**src/hdl/wfpa_pkg.sv**
```systemverilog
// ----------------------------------------------------------------------------
// Worst-fit partition allocator package
// Sizes, status codes, controller states and the records that travel along
// the chain of partition cells.
// ----------------------------------------------------------------------------
package wfpa_pkg;

  // Array shape
  localparam int NUM_PARTS = 8;
  localparam int SIZE_BITS = 16;
  localparam int IDX_W     = $clog2(NUM_PARTS);

  // Fixed port field widths
  localparam int SLOT_W    = 3;
  localparam int AMT_W     = 16;
  localparam int TOTAL_W   = 19;

  // Adder width for the running total, one bit above the wider operand
  localparam int SUM_W     = ((SIZE_BITS > TOTAL_W) ? SIZE_BITS : TOTAL_W) + 1;
  localparam logic [TOTAL_W-1:0] TOTAL_MAX = '1;

  // Request kinds
  localparam logic REQ_LOAD  = 1'b0;
  localparam logic REQ_ALLOC = 1'b1;

  // Result status codes
  typedef enum logic [1:0] {
    STAT_LOADED = 2'd0,
    STAT_ALLOC  = 2'd1,
    STAT_NOFIT  = 2'd2
  } status_e;

  // Controller states
  typedef enum logic [1:0] {
    S_IDLE,
    S_SCAN,
    S_GRANT
  } state_e;

  // Best candidate seen so far, passed from cell to cell
  typedef struct packed {
    logic                 found;
    logic [IDX_W-1:0]     idx;
    logic [SIZE_BITS-1:0] size;
  } cand_t;

  // Write command broadcast to every cell
  typedef struct packed {
    logic                 load;
    logic                 grant;
    logic [IDX_W-1:0]     idx;
    logic [SIZE_BITS-1:0] data;
  } cmd_t;

endpackage

```
**src/hdl/worst_fit_partition_allocator_top.sv**
```systemverilog
// ----------------------------------------------------------------------------
// Worst-fit partition allocator
// Fixed partitions held in a chain of cells; an allocation picks the largest
// free partition that fits, lowest index on ties, and adds it to a total.
//
//   Channel  Valid        Stall         Payload
//   in       in_valid_i   in_stall_o    req_type_i, slot_i, amount_i
//   out      out_valid_o  out_stall_i   status_o, chosen_slot_o,
//                                       chosen_size_o, total_allocated_o
//
// A load's result is registered at the accepting edge.
// An allocation walks the request along the chain one cell per cycle, then
// the grant state, once the output is free, updates the winner and the total.
// One transaction is in flight at a time; the input stalls while an allocation runs
// and while a finished result is held by a stalled output.
// Reset leaves every partition busy and the total at zero.
// ----------------------------------------------------------------------------
module worst_fit_partition_allocator_top
  import wfpa_pkg::*;
(
  input  logic               clk_i,
  input  logic               rst_ni,
  input  logic               in_valid_i,
  output logic               in_stall_o,
  input  logic               req_type_i,
  input  logic [SLOT_W-1:0]  slot_i,
  input  logic [AMT_W-1:0]   amount_i,
  output logic               out_valid_o,
  input  logic               out_stall_i,
  output logic [1:0]         status_o,
  output logic [SLOT_W-1:0]  chosen_slot_o,
  output logic [AMT_W-1:0]   chosen_size_o,
  output logic [TOTAL_W-1:0] total_allocated_o
);

  state_e               state_q, state_d;
  logic [IDX_W-1:0]     cnt_q, cnt_d;
  logic [SIZE_BITS-1:0] req_q, req_d;
  logic [TOTAL_W-1:0]   sum_q, sum_d;
  logic                 out_valid_q, out_valid_d;
  status_e              status_q, status_d;
  logic [SLOT_W-1:0]    slot_q, slot_d;
  logic [AMT_W-1:0]     size_q, size_d;

  cmd_t                 cmd;
  cand_t                chain [NUM_PARTS+1];
  cand_t                tail;
  logic                 out_free;
  logic                 in_acc;
  logic                 slot_ok;
  logic [SUM_W-1:0]     sum_add;
  logic [TOTAL_W-1:0]   sum_sat;

  // Handshake
  assign out_free   = !out_valid_q || !out_stall_i;
  assign in_stall_o = (state_q != S_IDLE) || !out_free;
  assign in_acc     = in_valid_i && !in_stall_o;
  assign slot_ok    = (int'(slot_i) < NUM_PARTS);

  // Chain of partition cells; the head sees an empty candidate.
  assign chain[0] = '0;
  assign tail     = chain[NUM_PARTS];

  for (genvar g = 0; g < NUM_PARTS; g++) begin : g_cell
    wfpa_cell u_cell (
      .clk_i      (clk_i),
      .rst_ni     (rst_ni),
      .cell_idx_i (IDX_W'(g)),
      .cmd_i      (cmd),
      .req_amt_i  (req_q),
      .cand_i     (chain[g]),
      .cand_o     (chain[g+1])
    );
  end

  // Saturating running total.
  assign sum_add = SUM_W'(sum_q) + SUM_W'(tail.size);
  assign sum_sat = (sum_add > SUM_W'(TOTAL_MAX)) ? TOTAL_MAX : sum_add[TOTAL_W-1:0];

  // Next state, cell commands and result capture.
  always_comb begin
    state_d     = state_q;
    cnt_d       = cnt_q;
    req_d       = req_q;
    sum_d       = sum_q;
    out_valid_d = out_valid_q && out_stall_i;
    status_d    = status_q;
    slot_d      = slot_q;
    size_d      = size_q;
    cmd         = '0;

    unique case (state_q)
      S_IDLE: begin
        if (in_acc) begin
          if (req_type_i == REQ_ALLOC) begin
            req_d   = SIZE_BITS'(amount_i);
            cnt_d   = '0;
            state_d = S_SCAN;
          end else begin
            cmd.load    = slot_ok;
            cmd.idx     = IDX_W'(slot_i);
            cmd.data    = SIZE_BITS'(amount_i);
            out_valid_d = 1'b1;
            status_d    = STAT_LOADED;
            slot_d      = slot_i;
            size_d      = '0;
          end
        end
      end
      S_SCAN: begin
        // The request walks the chain to the tail, one cell per cycle.
        if (cnt_q == IDX_W'(NUM_PARTS - 1)) begin
          state_d = S_GRANT;
        end else begin
          cnt_d = cnt_q + 1'b1;
        end
      end
      S_GRANT: begin
        if (out_free) begin
          out_valid_d = 1'b1;
          state_d     = S_IDLE;
          if (tail.found) begin
            cmd.grant = 1'b1;
            cmd.idx   = tail.idx;
            sum_d     = sum_sat;
            status_d  = STAT_ALLOC;
            slot_d    = SLOT_W'(tail.idx);
            size_d    = AMT_W'(tail.size);
          end else begin
            status_d  = STAT_NOFIT;
            slot_d    = '0;
            size_d    = '0;
          end
        end
      end
      default: begin
        state_d = S_IDLE;
      end
    endcase
  end

  // Control registers.
  always_ff @(posedge clk_i or negedge rst_ni) begin
    if (!rst_ni) begin
      state_q     <= S_IDLE;
      cnt_q       <= '0;
      sum_q       <= '0;
      out_valid_q <= 1'b0;
    end else begin
      state_q     <= state_d;
      cnt_q       <= cnt_d;
      sum_q       <= sum_d;
      out_valid_q <= out_valid_d;
    end
  end

  // Request and result payload registers.
  always_ff @(posedge clk_i) begin
    req_q    <= req_d;
    status_q <= status_d;
    slot_q   <= slot_d;
    size_q   <= size_d;
  end

  // The total only moves when a result is written, so it can be shown live.
  assign out_valid_o       = out_valid_q;
  assign status_o          = status_q;
  assign chosen_slot_o     = slot_q;
  assign chosen_size_o     = size_q;
  assign total_allocated_o = sum_q;

endmodule

```
**src/hdl/wfpa_cell.sv**
```systemverilog
// ----------------------------------------------------------------------------
// Partition cell
// Holds one partition's size and busy flag. Each cycle it compares its own
// partition with the candidate from the previous cell and registers the
// better of the two toward the next cell.
// ----------------------------------------------------------------------------
module wfpa_cell
  import wfpa_pkg::*;
(
  input  logic                 clk_i,
  input  logic                 rst_ni,
  input  logic [IDX_W-1:0]     cell_idx_i,
  input  cmd_t                 cmd_i,
  input  logic [SIZE_BITS-1:0] req_amt_i,
  input  cand_t                cand_i,
  output cand_t                cand_o
);

  logic [SIZE_BITS-1:0] size_q;
  logic                 busy_q;
  cand_t                cand_q;
  cand_t                cand_d;
  logic                 hit;
  logic                 take;

  assign hit = (cmd_i.idx == cell_idx_i);

  // This partition wins if it is free, large enough, and strictly larger than
  // the incoming candidate, so that ties keep the lower index.
  always_comb begin
    take = !busy_q && (size_q >= req_amt_i) &&
           (!cand_i.found || (size_q > cand_i.size));
    if (take) begin
      cand_d.found = 1'b1;
      cand_d.idx   = cell_idx_i;
      cand_d.size  = size_q;
    end else begin
      cand_d = cand_i;
    end
  end

  // Partition size, written by a load.
  always_ff @(posedge clk_i) begin
    if (cmd_i.load && hit) begin
      size_q <= cmd_i.data;
    end
  end

  // Busy flag: unavailable after reset, freed by a load, taken by a grant.
  always_ff @(posedge clk_i or negedge rst_ni) begin
    if (!rst_ni) begin
      busy_q <= 1'b1;
    end else if (cmd_i.load && hit) begin
      busy_q <= 1'b0;
    end else if (cmd_i.grant && hit) begin
      busy_q <= 1'b1;
    end
  end

  // Candidate toward the next cell.
  always_ff @(posedge clk_i) begin
    cand_q <= cand_d;
  end

  assign cand_o = cand_q;

endmodule

```
**config.mk**
```make
export PLATFORM = sky130hd
export DESIGN_NAME = worst_fit_partition_allocator_top
export DESIGN_NICKNAME = d
export VERILOG_FILES = /design/src/hdl/wfpa_pkg.sv /design/src/hdl/worst_fit_partition_allocator_top.sv /design/src/hdl/wfpa_cell.sv
export SDC_FILE = /design/constraint.sdc
export NUM_CORES = 1
export LEC_CHECK = 0
export BUFFER_PORTS_ARGS = -buffer_cell sky130_fd_sc_hd__buf_2
export CORE_MARGIN = 2
export CORE_UTILIZATION = 60
export CTS_BUF_LIST = sky130_fd_sc_hd__clkbuf_8
export DETAILED_ROUTE_END_ITERATION = 6
export PLACE_DENSITY = 0.73
export SYNTH_ARGS = -nofsm -noshare
export SYNTH_HDL_FRONTEND = slang
export SYNTH_HIERARCHICAL = 1
export SYNTH_SLANG_ARGS = --single-unit
```
**constraint.sdc**
```tcl
create_clock -name clk_i -period 4 [get_ports clk_i]
set_input_delay 0.8 -clock clk_i [delete_from_list [all_inputs] [get_ports clk_i]]
set_output_delay 0.8 -clock clk_i [all_outputs]
set_load 0.02 [all_outputs]
```
# Yosys cells after proc, flatten, opt, wreduce, memory -nomap -nowiden
# Cells that the tools add are included.
[word_totals]
ff_bits = 358
inputBits = 24
out_inout_bits = 42
[op_classes]
muxes = 63
eq_ne = 16
n_reduce_logical = 79
n_addsub = 2
order_cmp = 16
[op_table]
columns = ["cell", "count"]
rows = [
  ["16-bit two-way mux", 12],
  ["16-bit >= comparator", 8],
  ["16-bit > comparator", 7],
  ["19-bit two-way mux", 3],
  ["1-bit logical AND", 33],
  ["16-bit case mux with 2 select lines", 1],
  ["1-bit two-way mux", 23],
  ["2-bit nonzero test", 11],
  ["3-bit two-way mux", 7],
  ["19-bit by 16-bit adder with 20-bit output", 1],
  ["20-bit by 19-bit > comparator with 1-bit output (second input constant)", 1],
  ["20-bit two-way mux", 1],
  ["1-bit logical NOT", 19],
  ["3-bit case mux with 2 select lines", 3],
  ["2-bit two-way mux", 8],
  ["3-bit == test (second input constant)", 5],
  ["2-bit != test (second input constant)", 6],
  ["4-bit AND reduction", 3],
  ["1-bit logical OR", 9],
  ["4-bit two-way mux", 2],
  ["3-bit by 2-bit == test with 1-bit output (second input constant)", 2],
  ["2-bit case mux with 3 select lines", 1],
  ["3-bit AND reduction", 2],
  ["2-bit case mux with 2 select lines", 1],
  ["7 further kinds", 7],
]

# Depth between registers and ports, before layout
[logic_depth]
word_depth = 12
depth_mapped = 10
mapped_depth_nobuf = 9

# Modules after synthesis
# Netlist, hierarchy kept.
[by_module_without_submodules]
columns = ["mod", "cells_per_inst", "n_inst", "area_each_um2", "seq_area_each_um2"]
rows = [
  ["wfpa_cell", 180, 8, 2049.5, 907.1],
  ["worst_fit_partition_allocator_top", 310, 1, 3334.4, 1736.7],
]

# Worst setup path after synthesis
# Ideal clock, no wire load.
[synth_timing]
kind = "input to register"
startpoint = "in out_stall_i"
endpoint = "reg g_cell[1].u_cell.size_q[0], enable pin"
setup_slack_ns = 0.809
cell_stages = 8
arrival_time_ns = 2.817
cell_sequence = "a21oi_1 nand2b_1 nor2b_1 clkbuf_1 a22o_1 xor2_1 nor3_1 and2_1"
[synth_rtl]
columns = ["element", "line_no", "rtl"]
rows = [
  ["from (decl)", "worst_fit_partition_allocator_top.sv:29", "input logic out_stall_i,"],
  ["to (signal assigned)", "wfpa_cell.sv:45", "size_q <= cmd_i.data;"],
  ["to (decl)", "wfpa_cell.sv:19", "logic [SIZE_BITS-1:0] size_q;"],
]

==> metrics.md <==
| Metric | Value |
|---|---|
| Clk sinks | `about 360` |
| Chip height | `approximately 190 µm` |
| Post-synth top flop | `edfxtp_1` |
| Worst path cell trace | `and3b_1 -> nand2_4 -> inv_2 -> a22o_1 -> xor2_1 -> nor3_1 -> and2_1` |
| Chip width | `185 µm` |
| CORE AREA | `around 32000 µm²` |
| CTS Buffer Depth | `3` |
| Post-synth top area cell | `edfxtp_1` |
| Routability cong. | `roughly 0.90` |
| Crit-path slowest cell | `and2_1` |
| Synth cell count leaders | `ha_1 (274), inv_1 (271), edfxtp_1 (165)` |
| Die area | `34400 µm²` |
| RSZ-0062 raised after global routing | `no` |
| Max Transition Viols Final | `0` |
| Critical path depth in cells | `7` |
| Synth Area per Inst | `11.3 µm²` |
| Sequential area share after synthesis | `0.456` |
| Starting Density | `0.608` |
| Finished Cell Area | `roughly 22000 µm²` |
| Relative slew slack | `0.290` |
| Drt wl/cell | `17.1 µm` |
| Setup TNS | `0 ns` |
| Port buffer count | `between 60 and 70` |
| Cell Area, Placed | `approximately 21000 µm²` |
| Multi-input logic area | `roughly 9900 µm²` |
| Worst R2R End | `g_cell[4].u_cell/size_q[12]` |
| Largest net degree at the start of global routing | `39` |
| Post-synth EDFFs | `around 170` |
| Initial antenna violation count | `1` |
| Max Freq | `around 0.33 GHz` |
| CP bufs+invs | `1` |
| P_leak | `~0.011 µW` |
| Cell variety after synth | `slightly above 60` |
| Fillcell total | `~2.4k` |
| Fin crit share | `0.768` |
| Vias/cell | `between 5 and 6` |
| Clock skew | `between 0.01 and 0.015 ns` |
| CTS Hold Buffers Added | `0` |
| Worst Setup EP | `g_cell[4].u_cell/size_q[12]` |
| DP HPWL | `between 30000 and 40000 µm` |
| Share of post-route cells with drive strength above 1 | `0.181` |
| Mapped Area | `between 15000 and 20000 µm²` |
| Mapped Cells | `around 1.8k` |
| Critical path fanouts, max | `18` |
| Critical Path AT | `about 3.3 ns` |
| Final Critical Period | `3.07 ns` |
| Crit path from | `state_q[1]` |
| Yosys top cell area share | `0.251` |
| Drt first pass iters | `7` |
| Critical Path Max Stage Delay | `approximately 0.65 ns` |
| Worst-path clk slew | `around 0.060 ns` |
| First-pass GRT wire length | `approximately 66000 µm` |
| Synth Register Bits | `358` |
| Peak VDD IR | `324 µV` |
| Reg2reg start | `state_q[1]` |
| Pre-CTS setup slack | `roughly 0.76 ns` |
| Vias in the first global route | `between 10k and 15k` |
| Reg2Reg Depth | `7` |
| Final #Nets | `~2.3k` |
| Main area contributors after synthesis | `edfxtp_1 (25%), ha_1 (17%), dfxtp_1 (16%)` |
| CP Data Required Time | `4.24 ns` |
| Design Power | `12500 µW` |
| Maximum Capacitance Violations | `0` |
| I/O pin count | `66` |
| Register Area | `around 9000 µm²` |
| TritonCTS Buffers | `58` |
| Via count | `between 10k and 15k` |
| Most frequent cell after synthesis | `ha_1` |
| R2r setup slk | `about 0.9 ns` |
| H-tree Lvls | `2` |
| CTS tree | `done` |
| Root buf cell | `clkbuf_8` |
| Delay-heaviest family, CP | `simple AND/OR/NAND/NOR gates` |
| Final worst slack | `0.928 ns` |
| Cell Rows | `66` |
| GR Overflow Total | `0` |
| Least-Margin Pin Slew | `~1.1 ns` |
| Drt total wl | `41700 µm` |
| Ys Warns | `6` |
| Final setup viols | `0` |
| Status | `finished, final reports clean` |
| Post-route DRC | `0` |
| Inserted Diodes | `0` |
| Power Density | `569 nW/µm²` |
| Hold crit path type | `primary input to asynchronous set/reset pin` |
| Final Hold Viols | `0` |
| Worst-skew pair later-pin latency | `around 0.61 ns` |
| 1st-iter DRT viols | `474` |
| Layout area overhead | `11.7%` |
| CP startpoint kind | `flip-flop` |
| Crit Path Class | `flip-flop to flip-flop` |
| Asr flop ratio synth | `0.0922` |
| Total Routing Usage GR | `0.249` |
| Setup Buffers After CTS | `0` |
| PostCTS Resize Cnt | `0` |
| Worst setup EP type | `flip-flop` |
| Routed Antenna Nets | `0` |
state kept, by name (all words and copies together) (netlist names), 3 cells and up:
name / flops
chosen_size_o: 16
chosen_slot_o: 3
cnt_q: 3
g_cell.u_cell/busy_q: 8
g_cell.u_cell/cand_o: 160
g_cell.u_cell/size_q: 128
req_q: 16
total_allocated_o: 19
placed cells by master, fill, tap and decap left out, drive strengths merged, types with 13 or more instances in the layout:
master  Yosys  layout
nand4      35      35
or4        16      16
a31oi      19      19
nand3      13      13
ha        274     274
buf        12      75
a221oi     16      16
inv       272     299
nand2      97      97
nand2b     38      38
xor2       32      32
clkbuf      6      66
conb        2      86
mux2      153     153
o21ai      68      68
nor2       58      58
a21oi     116     116
o211ai     22      22
edfxtp    165     165
and2       49      49
dfxtp     160     160
dfrtp      25      25
metrics by stage:
| stage | instances | util | hold slack (ns) |
|---|---|---|---|
| after floorplan | 1834 | - | 0.433 |
| after CTS | 2443 | 0.679 | 0.292 |
| after detailed placement | 2333 | 0.643 | 0.441 |
| final | 2443 | 0.679 | 0.309 |
| after global placement | 2333 | 0.643 | 0.443 |
| after global routing | 2443 | 0.679 | 0.339 |
how the worst min path moves through the flow:
stage / startpoint / end / slack (ns) / depth (start not counted)
floorplan: g_cell[0].u_cell/cand_o[18] / g_cell[1].u_cell/cand_o[18] / 0.43 / 1
global placement: g_cell[5].u_cell/cand_o[17] / g_cell[6].u_cell/cand_o[17] / 0.44 / 1
detailed placement: g_cell[6].u_cell/cand_o[18] / g_cell[7].u_cell/cand_o[18] / 0.44 / 1
CTS: rst_ni / state_q[0] / 0.29 / 1
global route: rst_ni / total_allocated_o[11] / 0.34 / 1
finish: rst_ni / cnt_q[0] / 0.31 / 1
routing by layer:
layer	GRT usage	part of all wire	wire length (µm)	up-vias
met5	0	0.00026	11	-
met2	0.475	0.53	21900	261
met1	0.264	0.39	16400	6212
met3	0.0378	0.036	1480	102
met4	0.129	0.046	1920	2
li1	-	-	-	6529
power breakdown:
part	switching (µW)	leakage, µW	total (µW)	internal [µW]
logic	2270	0.00658	4230	1950
clock network	1430	0.000695	3130	1700
registers	512	0.00331	5170	4660
total	4210	0.0106	12500	8320
cells by family (layout without fill, tap and decap cells):
kind of cell	after synthesis	after routing	share of synthesized area
xor gates and xnor gates	38	38	0.0169
adders and majority gates	275	275	0.175
DFF	358	358	0.456
other	2	86	0.000381
and+or+nand+nor	336	336	0.0891
AOI/OAI and AO/OA	298	298	0.102
buffers and inverters	290	457	0.0588
muxes	153	153	0.103
final cells by class:
class	count	area share
Clock inverter	44	0.0120
Clock buffer	66	0.0412
Timing Repair Buffer	75	0.0182
Multi-Input combinational cell	1186	0.449
Inverter	272	0.0463
Sequential cell	358	0.408
Tap cell	442	0.0251
Power figures use the tool's default switching activity.
